## config.mk

```make
export PLATFORM = sky130hd
export DESIGN_NAME = wheel_edge_pair_pulse_qualifier_unit
export DESIGN_NICKNAME = d
export VERILOG_FILES = /design/src/rtl/wepq_pkg.sv /design/src/rtl/wepq_cfg.sv /design/src/rtl/wepq_proc.sv /design/src/rtl/wheel_edge_pair_pulse_qualifier_unit.sv
export SDC_FILE = /design/constraint.sdc
export NUM_CORES = 2
export LEC_CHECK = 0
export BUFFER_PORTS_ARGS = -buffer_cell sky130_fd_sc_hd__buf_2
export CAP_MARGIN = 20
export CORE_MARGIN = 2
export CORE_UTILIZATION = 45
export CTS_CLUSTER_DIAMETER = 120
export DETAILED_ROUTE_END_ITERATION = 12
export PLACE_DENSITY = 0.7
export SYNTH_ARGS = -nofsm -noshare
export SYNTH_HDL_FRONTEND = slang
export SYNTH_SLANG_ARGS = --single-unit
```

## constraint.sdc

```tcl
create_clock -name clk -period 17.82 [get_ports clk]
set_input_delay 0.891 -clock clk [delete_from_list [all_inputs] [get_ports clk]]
set_output_delay 0.891 -clock clk [all_outputs]
set_load 0.005 [all_outputs]
```

## src/rtl/wepq_pkg.sv

```systemverilog
`default_nettype none

package wepq_pkg;

  // Field widths fixed by the interface.
  localparam int WHEEL_W     = 2;
  localparam int CFG_INDEX_W = 2;
  localparam int CFG_DATA_W  = 32;

  // Default number of wheel channels that hold state.
  localparam int WHEEL_COUNT_DEFAULT = 4;

  // Register values after reset.
  localparam logic [31:0] DEBOUNCE_CYCLES_RESET       = 32'd8400;
  localparam logic [15:0] FLOOD_WINDOW_MS_RESET       = 16'd1000;
  localparam logic [9:0]  MAX_PULSES_PER_WINDOW_RESET = 10'd200;
  localparam logic [15:0] MIN_PULSE_INTERVAL_MS_RESET = 16'd2;

  // Configuration register indexes.
  typedef enum logic [CFG_INDEX_W-1:0] {
    REG_DEBOUNCE_CYCLES       = 2'd0,
    REG_FLOOD_WINDOW_MS       = 2'd1,
    REG_MAX_PULSES_PER_WINDOW = 2'd2,
    REG_MIN_PULSE_INTERVAL_MS = 2'd3
  } cfg_reg_t;

  // Result status codes.
  typedef enum logic [2:0] {
    ST_DEBOUNCED   = 3'd0,
    ST_RAW_FLOOD   = 3'd1,
    ST_HALF        = 3'd2,
    ST_INTERVAL    = 3'd3,
    ST_PULSE_FLOOD = 3'd4,
    ST_COUNTED     = 3'd5,
    ST_BAD_INDEX   = 3'd6
  } status_t;

  // Current register settings.
  typedef struct packed {
    logic [31:0] debounce_cycles;
    logic [15:0] flood_window_ms;
    logic [9:0]  max_pulses_per_window;
    logic [15:0] min_pulse_interval_ms;
  } cfg_t;

  // One input beat.
  typedef struct packed {
    logic [WHEEL_W-1:0] wheel;
    logic [31:0]        cycle_stamp;
    logic [31:0]        ms_stamp;
  } item_t;

  // One result beat.
  typedef struct packed {
    logic [WHEEL_W-1:0] wheel_echo;
    status_t            status;
    logic [31:0]        pulse_count;
    logic [31:0]        filtered_count;
    logic [31:0]        raw_transition_count;
    logic [31:0]        pulse_period_ms;
  } result_t;

  // State kept for each wheel channel.
  typedef struct packed {
    logic [31:0] last_edge_cycle;
    logic [31:0] filtered_counter;
    logic [31:0] raw_edge_counter;
    logic        half_cycle_flag;
    logic [31:0] raw_window_start;
    logic [10:0] raw_window_count;
    logic [31:0] last_pulse_tick;
    logic [31:0] prev_pulse_tick;
    logic [31:0] pulse_window_start;
    logic [9:0]  pulse_window_count;
    logic [31:0] pulse_counter;
  } wheel_state_t;

endpackage

`default_nettype wire

```

## src/rtl/wepq_cfg.sv

```systemverilog
`default_nettype none

module wepq_cfg (
  input  wire logic                             clk,
  input  wire logic                             rst,
  input  wire logic                             cfg_valid,
  output logic                                  cfg_ready,
  input  wire logic [wepq_pkg::CFG_INDEX_W-1:0] cfg_index,
  input  wire logic [wepq_pkg::CFG_DATA_W-1:0]  cfg_data,
  output wepq_pkg::cfg_t                        cfg
);
  import wepq_pkg::*;

  // Writes are always taken; software is to write only while the block is idle, and the block does not enforce it.
  assign cfg_ready = 1'b1;

  // Register file with reset defaults.
  always_ff @(posedge clk) begin
    if (rst) begin
      cfg.debounce_cycles       <= DEBOUNCE_CYCLES_RESET;
      cfg.flood_window_ms       <= FLOOD_WINDOW_MS_RESET;
      cfg.max_pulses_per_window <= MAX_PULSES_PER_WINDOW_RESET;
      cfg.min_pulse_interval_ms <= MIN_PULSE_INTERVAL_MS_RESET;
    end else if (cfg_valid && cfg_ready) begin
      case (cfg_reg_t'(cfg_index))
        REG_DEBOUNCE_CYCLES:       cfg.debounce_cycles       <= cfg_data;
        REG_FLOOD_WINDOW_MS:       cfg.flood_window_ms       <= cfg_data[15:0];
        REG_MAX_PULSES_PER_WINDOW: cfg.max_pulses_per_window <= cfg_data[9:0];
        REG_MIN_PULSE_INTERVAL_MS: cfg.min_pulse_interval_ms <= cfg_data[15:0];
        default: begin
        end
      endcase
    end
  end

endmodule

`default_nettype wire

```

## src/rtl/wepq_proc.sv

```systemverilog
`default_nettype none

module wepq_proc (
  input  wire wepq_pkg::item_t        item,
  input  wire logic                   wheel_ok,
  input  wire wepq_pkg::cfg_t         cfg,
  input  wire wepq_pkg::wheel_state_t st,
  output wepq_pkg::wheel_state_t      st_next,
  output wepq_pkg::result_t           result
);
  import wepq_pkg::*;

  function automatic logic [31:0] sat_inc(input logic [31:0] v);
    sat_inc = (v != 32'hFFFF_FFFF) ? v + 32'd1 : v;
  endfunction

  logic [31:0] cyc;
  logic [31:0] now;
  logic [31:0] window;
  logic [10:0] raw_limit;
  logic        debounced;
  logic        raw_restart;
  logic        pulse_restart;
  logic        too_soon;
  logic [10:0] raw_count_cur;
  logic [9:0]  pulse_count_cur;
  status_t     status;

  assign cyc       = item.cycle_stamp;
  assign now       = item.ms_stamp;
  assign window    = {16'd0, cfg.flood_window_ms};
  assign raw_limit = {cfg.max_pulses_per_window, 1'b0};

  // All timestamp tests are evaluated side by side from the old state.
  assign debounced     = (cyc - st.last_edge_cycle) < cfg.debounce_cycles;
  assign raw_restart   = (now - st.raw_window_start) >= window;
  assign pulse_restart = (now - st.pulse_window_start) >= window;
  assign too_soon      = (now - st.last_pulse_tick) < {16'd0, cfg.min_pulse_interval_ms};

  assign raw_count_cur   = raw_restart   ? 11'd0 : st.raw_window_count;
  assign pulse_count_cur = pulse_restart ? 10'd0 : st.pulse_window_count;

  // Qualification chain: debounce, raw ceiling, pairing, interval, pulse ceiling.
  always_comb begin
    st_next = st;
    status  = ST_DEBOUNCED;
    if (debounced) begin
      st_next.filtered_counter = sat_inc(st.filtered_counter);
      status = ST_DEBOUNCED;
    end else begin
      st_next.last_edge_cycle  = cyc;
      st_next.raw_edge_counter = sat_inc(st.raw_edge_counter);
      if (raw_restart) begin
        st_next.raw_window_start = now;
      end
      st_next.raw_window_count = raw_count_cur;
      if (raw_count_cur >= raw_limit) begin
        st_next.filtered_counter = sat_inc(st.filtered_counter);
        status = ST_RAW_FLOOD;
      end else begin
        st_next.raw_window_count = raw_count_cur + 11'd1;
        st_next.half_cycle_flag  = ~st.half_cycle_flag;
        if (!st.half_cycle_flag) begin
          status = ST_HALF;
        end else if (too_soon) begin
          status = ST_INTERVAL;
        end else begin
          if (pulse_restart) begin
            st_next.pulse_window_start = now;
          end
          st_next.pulse_window_count = pulse_count_cur;
          if (pulse_count_cur >= cfg.max_pulses_per_window) begin
            status = ST_PULSE_FLOOD;
          end else begin
            st_next.pulse_counter      = sat_inc(st.pulse_counter);
            st_next.pulse_window_count = pulse_count_cur + 10'd1;
            st_next.prev_pulse_tick    = st.last_pulse_tick;
            st_next.last_pulse_tick    = now;
            status = ST_COUNTED;
          end
        end
      end
    end
  end

  // Result beat reports the updated counters; a bad wheel index reports zeros.
  always_comb begin
    result.wheel_echo = item.wheel;
    if (wheel_ok) begin
      result.status               = status;
      result.pulse_count          = st_next.pulse_counter;
      result.filtered_count       = st_next.filtered_counter;
      result.raw_transition_count = st_next.raw_edge_counter;
      result.pulse_period_ms      = st_next.last_pulse_tick - st_next.prev_pulse_tick;
    end else begin
      result.status               = ST_BAD_INDEX;
      result.pulse_count          = 32'd0;
      result.filtered_count       = 32'd0;
      result.raw_transition_count = 32'd0;
      result.pulse_period_ms      = 32'd0;
    end
  end

endmodule

`default_nettype wire

```

## src/rtl/wheel_edge_pair_pulse_qualifier_unit.sv

```systemverilog
`default_nettype none

// Channel   Signals                               Direction
// item      item_valid, item_stall, item          edge events in
// result    result_valid, result_stall, result    qualified results out
// cfg       cfg_valid, cfg_ready, cfg_index/data  register writes in
//
// One result per item. An item is registered, then qualified combinationally
// against its wheel's state, which is updated in the same cycle the result
// register loads; one item is taken every cycle unless the result register is blocked.
// Synchronous reset restores register defaults and clears all wheel state.
// The result register holds while it is full and result_stall is high; item_stall rises
// only when the input register is occupied and the full result register is stalled.

module wheel_edge_pair_pulse_qualifier_unit #(
  parameter int WHEEL_COUNT = wepq_pkg::WHEEL_COUNT_DEFAULT
) (
  input  wire logic                             clk,
  input  wire logic                             rst,
  input  wire logic                             item_valid,
  output logic                                  item_stall,
  input  wire wepq_pkg::item_t                  item,
  output logic                                  result_valid,
  input  wire logic                             result_stall,
  output wepq_pkg::result_t                     result,
  input  wire logic                             cfg_valid,
  output logic                                  cfg_ready,
  input  wire logic [wepq_pkg::CFG_INDEX_W-1:0] cfg_index,
  input  wire logic [wepq_pkg::CFG_DATA_W-1:0]  cfg_data
);
  import wepq_pkg::*;

  localparam int IDX_W = (WHEEL_COUNT > 1) ? $clog2(WHEEL_COUNT) : 1;

  cfg_t         cfg;
  logic         s1_valid;
  item_t        s1_item;
  logic         load_out;
  logic         advance;
  logic         wheel_ok;
  logic [IDX_W-1:0] wheel_idx;
  wheel_state_t state [WHEEL_COUNT];
  wheel_state_t st_cur;
  wheel_state_t st_next;
  result_t      result_next;

  wepq_cfg u_cfg (
    .clk       (clk),
    .rst       (rst),
    .cfg_valid (cfg_valid),
    .cfg_ready (cfg_ready),
    .cfg_index (cfg_index),
    .cfg_data  (cfg_data),
    .cfg       (cfg)
  );

  // Handshake: the result register frees up when empty or being taken.
  assign load_out   = !result_valid || !result_stall;
  assign item_stall = s1_valid && !load_out;
  assign advance    = s1_valid && load_out;

  // Input register.
  always_ff @(posedge clk) begin
    if (rst) begin
      s1_valid <= 1'b0;
    end else if (!item_stall) begin
      s1_valid <= item_valid;
    end
  end

  always_ff @(posedge clk) begin
    if (item_valid && !item_stall) begin
      s1_item <= item;
    end
  end

  // Wheel selection and state read.
  assign wheel_ok  = {1'b0, s1_item.wheel} < 3'(WHEEL_COUNT);
  assign wheel_idx = s1_item.wheel[IDX_W-1:0];
  assign st_cur    = state[wheel_idx];

  wepq_proc u_proc (
    .item     (s1_item),
    .wheel_ok (wheel_ok),
    .cfg      (cfg),
    .st       (st_cur),
    .st_next  (st_next),
    .result   (result_next)
  );

  // Per-wheel state, written back as each beat with a valid wheel index moves into the result register.
  always_ff @(posedge clk) begin
    if (rst) begin
      for (int i = 0; i < WHEEL_COUNT; i++) begin
        state[i] <= '0;
      end
    end else if (advance && wheel_ok) begin
      state[wheel_idx] <= st_next;
    end
  end

  // Result register.
  always_ff @(posedge clk) begin
    if (rst) begin
      result_valid <= 1'b0;
    end else if (load_out) begin
      result_valid <= s1_valid;
    end
  end

  always_ff @(posedge clk) begin
    if (advance) begin
      result <= result_next;
    end
  end

`ifndef SYNTH
  // Input back-pressure only comes from a blocked result register.
  assert property (@(posedge clk) disable iff (rst)
    item_stall |-> (result_valid && result_stall))
    else $error("item_stall without a blocked result");

  // A counted pulse always shows a nonzero pulse count.
  assert property (@(posedge clk) disable iff (rst)
    (result_valid && result.status == ST_COUNTED) |-> (result.pulse_count != 32'd0))
    else $error("counted pulse with zero pulse count");

  // A bad wheel index reports zeros.
  assert property (@(posedge clk) disable iff (rst)
    (result_valid && result.status == ST_BAD_INDEX) |->
      (result.pulse_count == 32'd0 && result.filtered_count == 32'd0 &&
       result.raw_transition_count == 32'd0 && result.pulse_period_ms == 32'd0))
    else $error("bad index result carries counts");

  // A taken result with nothing behind it leaves the output empty.
  assert property (@(posedge clk) disable iff (rst)
    (result_valid && !result_stall && !s1_valid) |=> !result_valid)
    else $error("result repeated after being taken");
`endif

endmodule

`default_nettype wire

```

After elaboration in Yosys (flattened, before gate mapping)
Memory sizes are Yosys's and may differ from the RTL's. A register that Yosys moved wholly into a read port is not among the register bits. Index checks and enable logic that the tools add are counted.

Register bits after elaboration: 275. Memory bits (writable): 1112. Input port bits: 105. Word-level logic and storage cells: 87. Memories kept: 1.

Add/sub/neg operators: 10. Magnitude comparators: 6. Eq/ne operators: 6. Muxes and demuxes: 30. Bitwise operators: 1. Reduce and logical (&&, ||, !) cells: 16.

Memory list: state (depth 4, width 278, rd ports 1, clocked after memory_dff 1, write ports 4, RTL line wheel_edge_pair_pulse_qualifier_unit.sv:42) `wheel_state_t state [WHEEL_COUNT];`.

Operators with widths (number): $mux 278 (1); $reduce_or 278->1 (1); $mux 138 (2); $mux 32 (8); $mux 214 (1); $sub 32x32->32 (5); $mux 149 (1); $add 32x1->32 const B (3); $ne 32x32->1 const B (3); $ge 32x16->1 (2); $mux 64 (1); $mux 42 (1); $lt 32x16->1 (1); $lt 32x32->1 (1); $add 11x1->11 const B (1); $ge 11x11->1 (1); $mux 11 (1); $add 10x1->10 const B (1); $ge 10x10->1 (1); $mux 10 (1); $mux 1 (9); $mux 2 (4); $reduce_and 2->1 (4); $eq 2x2->1 const B (2); other kinds (8) (13).

Longest topological paths before layout
Word-level depth: 10. Mapped depth: 77. Mapped depth without buffers: 59.

By module
From an unflattened synthesis, not the netlist that was laid out.

Cell total of the unflattened synthesis: 6332. Area, all modules: 77454.3 um^2.

By module, submodules not included: wheel_edge_pair_pulse_qualifier_unit (times used 1, cells an instance 3410, area each 57355.0 um^2, seq. area each 39447.8 um^2); wepq_proc (times used 1, cells an instance 2630, area each 16975.0 um^2, seq. area each 0.0 um^2); wepq_cfg (times used 1, cells an instance 292, area each 3124.2 um^2, seq. area each 1481.4 um^2).

Least setup slack after synthesis
Ideal clock, no wire load.

Path type: in2reg. Start point: input port result_stall. End point: memory state[0][0] (netlist name), enable pin. Library setup time: 0.690 ns. Data arrival time: 17.844 ns. Data required time: 17.130 ns. Setup slack: -0.714 ns. Cell stages on the path: 6. Buffers on the path: 2. Path through: a21boi_0 -> nand2b_1 -> clkbuf_1 -> or3_1 -> clkbuf_1 -> nand2b_1.

RTL lines: from (decl) (RTL line wheel_edge_pair_pulse_qualifier_unit.sv:24) `input wire logic result_stall,`; to (decl) (RTL line wheel_edge_pair_pulse_qualifier_unit.sv:42).

==> report_table.html <==
<table>
<tr><th>Metric</th><th>Value</th></tr>
<tr><th colspan="2">GRT</th></tr>
<tr><td>Largest net degree at the start of global routing</td><td>164</td></tr>
<tr><td>Residual overflow from global routing</td><td>0</td></tr>
<tr><td>Aggregate global-route resource usage</td><td>22.04%</td></tr>
<tr><td>Wire length of the first global-routing pass</td><td>roughly 270 mm</td></tr>
<tr><td>Number of antenna violations at the first check in global routing</td><td>3</td></tr>
<tr><td>Vias in the first global route</td><td>between 40000 and 50000</td></tr>
<tr><th colspan="2">Placed design</th></tr>
<tr><td>Number of instances in the placed design</td><td>7776</td></tr>
<tr><td>Final HPWL from detailed placement</td><td>107.5 mm</td></tr>
<tr><td>Pre-CTS worst setup slack</td><td>3.569 ns</td></tr>
<tr><td>Port Buffer Count</td><td>239</td></tr>
<tr><td>Global placer's final weighted congestion</td><td>0.8744</td></tr>
<tr><td>Instance area after placement</td><td>73460 um2</td></tr>
<tr><th colspan="2">Clocking</th></tr>
<tr><td>CTS Hold Buffers Added</td><td>0</td></tr>
<tr><td>H-tree depth</td><td>4</td></tr>
<tr><td>Clock Pin Slew Worst Setup and Hold Paths</td><td>~0.060 ns</td></tr>
<tr><td>TritonCTS clock tree</td><td>built</td></tr>
<tr><td>Sinks on the clock net</td><td>roughly 1400</td></tr>
<tr><td>Maximum buffer depth of the clock tree</td><td>3</td></tr>
<tr><td>CTS Root Buffer Type</td><td>clkbuf_16</td></tr>
<tr><td>CTS buffer count</td><td>around 150</td></tr>
<tr><td>Post-cts repair resize count</td><td>0</td></tr>
<tr><td>Setup fix buffers added after clock tree synthesis</td><td>0</td></tr>
<tr><td>Insertion delay to the later sink of the worst-skew pair</td><td>between 0.8 and 0.9 ns</td></tr>
<tr><th colspan="2">Worst setup path</th></tr>
<tr><td>Capturing element type of the critical path</td><td>flip-flop</td></tr>
<tr><td>Cell with the largest stage delay on the worst path</td><td>buf_4</td></tr>
<tr><td>Delay contributed by the slowest stage of the critical path</td><td>0.85 ns</td></tr>
<tr><td>Worst reg2reg setup slack</td><td>~3.7 ns</td></tr>
<tr><td>CP Data Required Time</td><td>18.37 ns</td></tr>
<tr><td>Max Fanout on Critical Path</td><td>55</td></tr>
<tr><td>Worst Path Arrival</td><td>14.64 ns</td></tr>
<tr><td>Startpoint type of the worst setup path</td><td>flip-flop</td></tr>
<tr><td>Setup CP Type</td><td>flip-flop to flip-flop</td></tr>
<tr><td>Dominant cell type by count on the critical path</td><td>a21oi_1</td></tr>
<tr><th colspan="2">Layout</th></tr>
<tr><td>Area grow syn2layout</td><td>12.05%</td></tr>
<tr><td>Post-route insts no fill</td><td>8061</td></tr>
<tr><td>Number of nets at the end of the flow</td><td>6246</td></tr>
<tr><td>Area of all placed cells without fillers</td><td>about 80000 um2</td></tr>
<tr><td>Number of filler instances in the final layout</td><td>13218</td></tr>
<tr><td>Fraction of final layout cells sized beyond drive strength 1</td><td>14.81%</td></tr>
<tr><th colspan="2">STA</th></tr>
<tr><td>Headroom to the max-slew limit</td><td>4.401%</td></tr>
<tr><td>Final-layout worst hold slack</td><td>0.2647 ns</td></tr>
<tr><td>Final worst path period need</td><td>14.09 ns</td></tr>
<tr><td>Final Cycle Share</td><td>79.06%</td></tr>
<tr><td>Count of final max-slew check failures</td><td>0</td></tr>
<tr><td>Setup Total Neg Slack</td><td>0 ns</td></tr>
<tr><td>Setup repair after global routing missed its margin</td><td>false</td></tr>
<tr><td>Worst clock skew on the final layout</td><td>0.05856 ns</td></tr>
<tr><td>Final hold vios</td><td>0</td></tr>
<tr><td>Fmax</td><td>70.98 MHz</td></tr>
<tr><td>Total of endpoints with negative setup slack in the final report</td><td>0</td></tr>
<tr><td>Min setup slack post-route</td><td>3.731 ns</td></tr>
<tr><td>Slew at the pin closest to its max-slew limit</td><td>1.434 ns</td></tr>
<tr><th colspan="2">Floorplanning</th></tr>
<tr><td>Horizontal die dimension</td><td>398.7 um</td></tr>
<tr><td>Floorplan die area</td><td>158900 um2</td></tr>
<tr><td>Initial standard-cell utilization of the core</td><td>45.39%</td></tr>
<tr><td>Height of the chip</td><td>~400 um</td></tr>
<tr><td>Placement row count</td><td>144</td></tr>
<tr><td>Core Area</td><td>154400 um2</td></tr>
<tr><td>Top Ports</td><td>241</td></tr>
<tr><th colspan="2">Outcome</th></tr>
<tr><td>Outcome</td><td>completed</td></tr>
<tr><th colspan="2">Routing</th></tr>
<tr><td>Routed Antenna Nets</td><td>0</td></tr>
<tr><td>Number of vias per cell</td><td>5.656</td></tr>
<tr><td>Final routed wire length divided by cell count</td><td>21.82 um</td></tr>
<tr><td>Initial drt markers</td><td>around 4300</td></tr>
<tr><td>Residual DRC count</td><td>0</td></tr>
<tr><td>Final wirelength</td><td>175.9 mm</td></tr>
<tr><td>Detailed-router iteration count before antenna repair</td><td>6</td></tr>
<tr><td>Via count of the routed design</td><td>45595</td></tr>
<tr><th colspan="2">Logic synthesis</th></tr>
<tr><td>Asr flop ratio synth</td><td>0%</td></tr>
<tr><td>Register bit total from synthesis</td><td>1389</td></tr>
<tr><td>Share of the synthesized area in the top cell type</td><td>56.16%</td></tr>
<tr><td>Avg Synthesized Cell Area</td><td>12.30 um2</td></tr>
<tr><td>Post-synth design cell area</td><td>approximately 70000 um2</td></tr>
<tr><td>Primary flip-flop cell chosen by synthesis mapping</td><td>edfxtp_1</td></tr>
<tr><td>EDFF count, synth</td><td>1311</td></tr>
<tr><td>Cell count after synthesis</td><td>5698</td></tr>
<tr><td>Area leader, netlist</td><td>edfxtp_1</td></tr>
<tr><td>Number of nets produced by synthesis</td><td>6057</td></tr>
<tr><td>Distinct cell type count after synthesis</td><td>110</td></tr>
<tr><td>Total number of yosys warnings</td><td>0</td></tr>
<tr><td>Sequential cell area fraction in the yosys report</td><td>a little under 60%</td></tr>
<tr><td>Top post-synthesis cells by area</td><td>edfxtp_1 (56%), mux4_2 (8.8%), nor2_1 (6.1%)</td></tr>
<tr><th colspan="2">Job</th></tr>
<tr><td>Max cap viols</td><td>0</td></tr>
<tr><th colspan="2">Power and ir drop</th></tr>
<tr><td>Cell Pwr Density</td><td>114.5 nW/um2</td></tr>
<tr><td>Leak pwr</td><td>0.02993 uW</td></tr>
<tr><td>VDD IR-drop max</td><td>0.09907 mV</td></tr>
<tr><th colspan="2">Worst hold path</th></tr>
<tr><td>Path class of the lowest-slack min-delay path</td><td>primary input to flip-flop</td></tr>
</table>
Yosys cell counts, types with 12 or more instances:
master,count
a211o_1,17
o21a_1,29
o21ai_0,96
mux2i_1,171
and3_1,50
a21o_1,67
a211oi_1,17
buf_1,22
nor2_1,1148
nand2b_1,67
o21bai_1,15
clkbuf_1,195
a21boi_0,12
nand2_1,337
maj3_1,15
nand3b_1,12
nor3_1,147
dfxtp_1,78
xnor2_1,137
buf_2,42
ha_1,249
nand3_1,78
a21oi_1,227
mux4_2,275
edfxtp_1,1311
nor2b_1,24
inv_1,444
and2_1,44
nand4_1,31
or3_1,17
or2_2,13
xor2_1,90
per-layer routing:
| layer | global-route usage, % | vias up | share of wire, % |
|---|---|---|---|
| li1 | - | 20919 | - |
| met1 | 30.50 | 22778 | 43 |
| met2 | 36.03 | 1638 | 47 |
| met3 | 3.669 | 258 | 7.4 |
| met4 | 6.031 | 2 | 2.4 |
| met5 | 0 | - | 0.010 |
flip-flops by register name (all words and copies together) (netlist names), named ones only:
signal / cells
result_valid: 1
state: 1112
result: 133
s1_valid: 1
wheel_idx: 2
s1_item: 64
u_cfg.cfg: 74
area by class of cell:
class	instances	area, um2	area share (%)
inverters	444	1667	2.122
clock inverters	82	933.4	1.188
repair buffers	304	1797	2.288
clock buffers	202	4148	5.281
flip-flops and latches	1389	40940	52.12
diodes	1	2.502	0.003186
well taps	2044	2557	3.256
multi-input cells	3595	26500	33.74
stage by stage:
step                      total power, uW  utilization [%]
after floorplan                      5341                -
after global placement               5819            47.57
after detailed placement             5852            47.57
after CTS                            9054            50.86
after global routing                 9381            50.86
final                                8997            50.87
worst max-delay path, delay by kind of cell (launching register included):
| kind | cells | cell delay [ns] |
|---|---|---|
| adders and majority gates | 5 | 1.39 |
| DFF | 1 | 0.83 |
| muxes | 3 | 1.33 |
| and+or+nand+nor | 12 | 2.27 |
| AOI/OAI and AO/OA | 30 | 5.86 |
| buffers and inverters | 5 | 1.99 |
| xor gates and xnor gates | 1 | 0.07 |
worst paths after layout:
path	end	from	depth (start not counted)
max reg2reg	result[31]	flip-flop	56
min reg2reg	u_cfg.cfg[54]	u_cfg.cfg[54]	2
max	result[31]	flip-flop	56
min	s1_item[27]	item[27]	1
kinds of logic (layout without fill, tap and decap cells):
kind of cell	count (synthesis)	after routing	share of synthesized area, %
adders and majority gates	269	269	4.802
DFF	1389	1389	58.39
xor gates and xnor gates	229	229	2.883
muxes	461	461	11.58
and+or+nand+nor	2014	2014	12.50
AOI/OAI and AO/OA	621	621	5.875
buffers and inverters	714	1032	3.968
other	1	2	0.005350
layout by cell type (no fill, tap or decap), types with 11 or more instances in the layout:
master,n
a211o_1,17
a211oi_1,17
a21boi_0,11
a21o_1,67
a21oi_1,227
and2_1,44
and3_1,50
buf_2,239
buf_4,56
bufinv_16,12
clkbuf_1,40
clkbuf_16,157
clkinv_1,21
clkinv_2,27
dfxtp_1,76
edfxtp_1,1311
ha_1,249
inv_1,443
maj3_1,15
mux2i_1,171
mux4_2,275
nand2_1,336
nand2b_1,62
nand3_1,78
nand3b_1,12
nand4_1,31
nor2_1,1146
nor2b_1,23
nor3_1,147
o21a_1,29
o21ai_0,95
o21bai_1,15
or2_2,12
or3_1,16
xnor2_1,137
xor2_1,90
where the power goes:
group | total, uW | internal (uW) | switching [uW]
clock network | 3200 | 1840 | 1360
registers | 3870 | 3790 | 74.2
logic | 1930 | 740 | 1190
No activity file was read; power rests on OpenSTA's default activity.
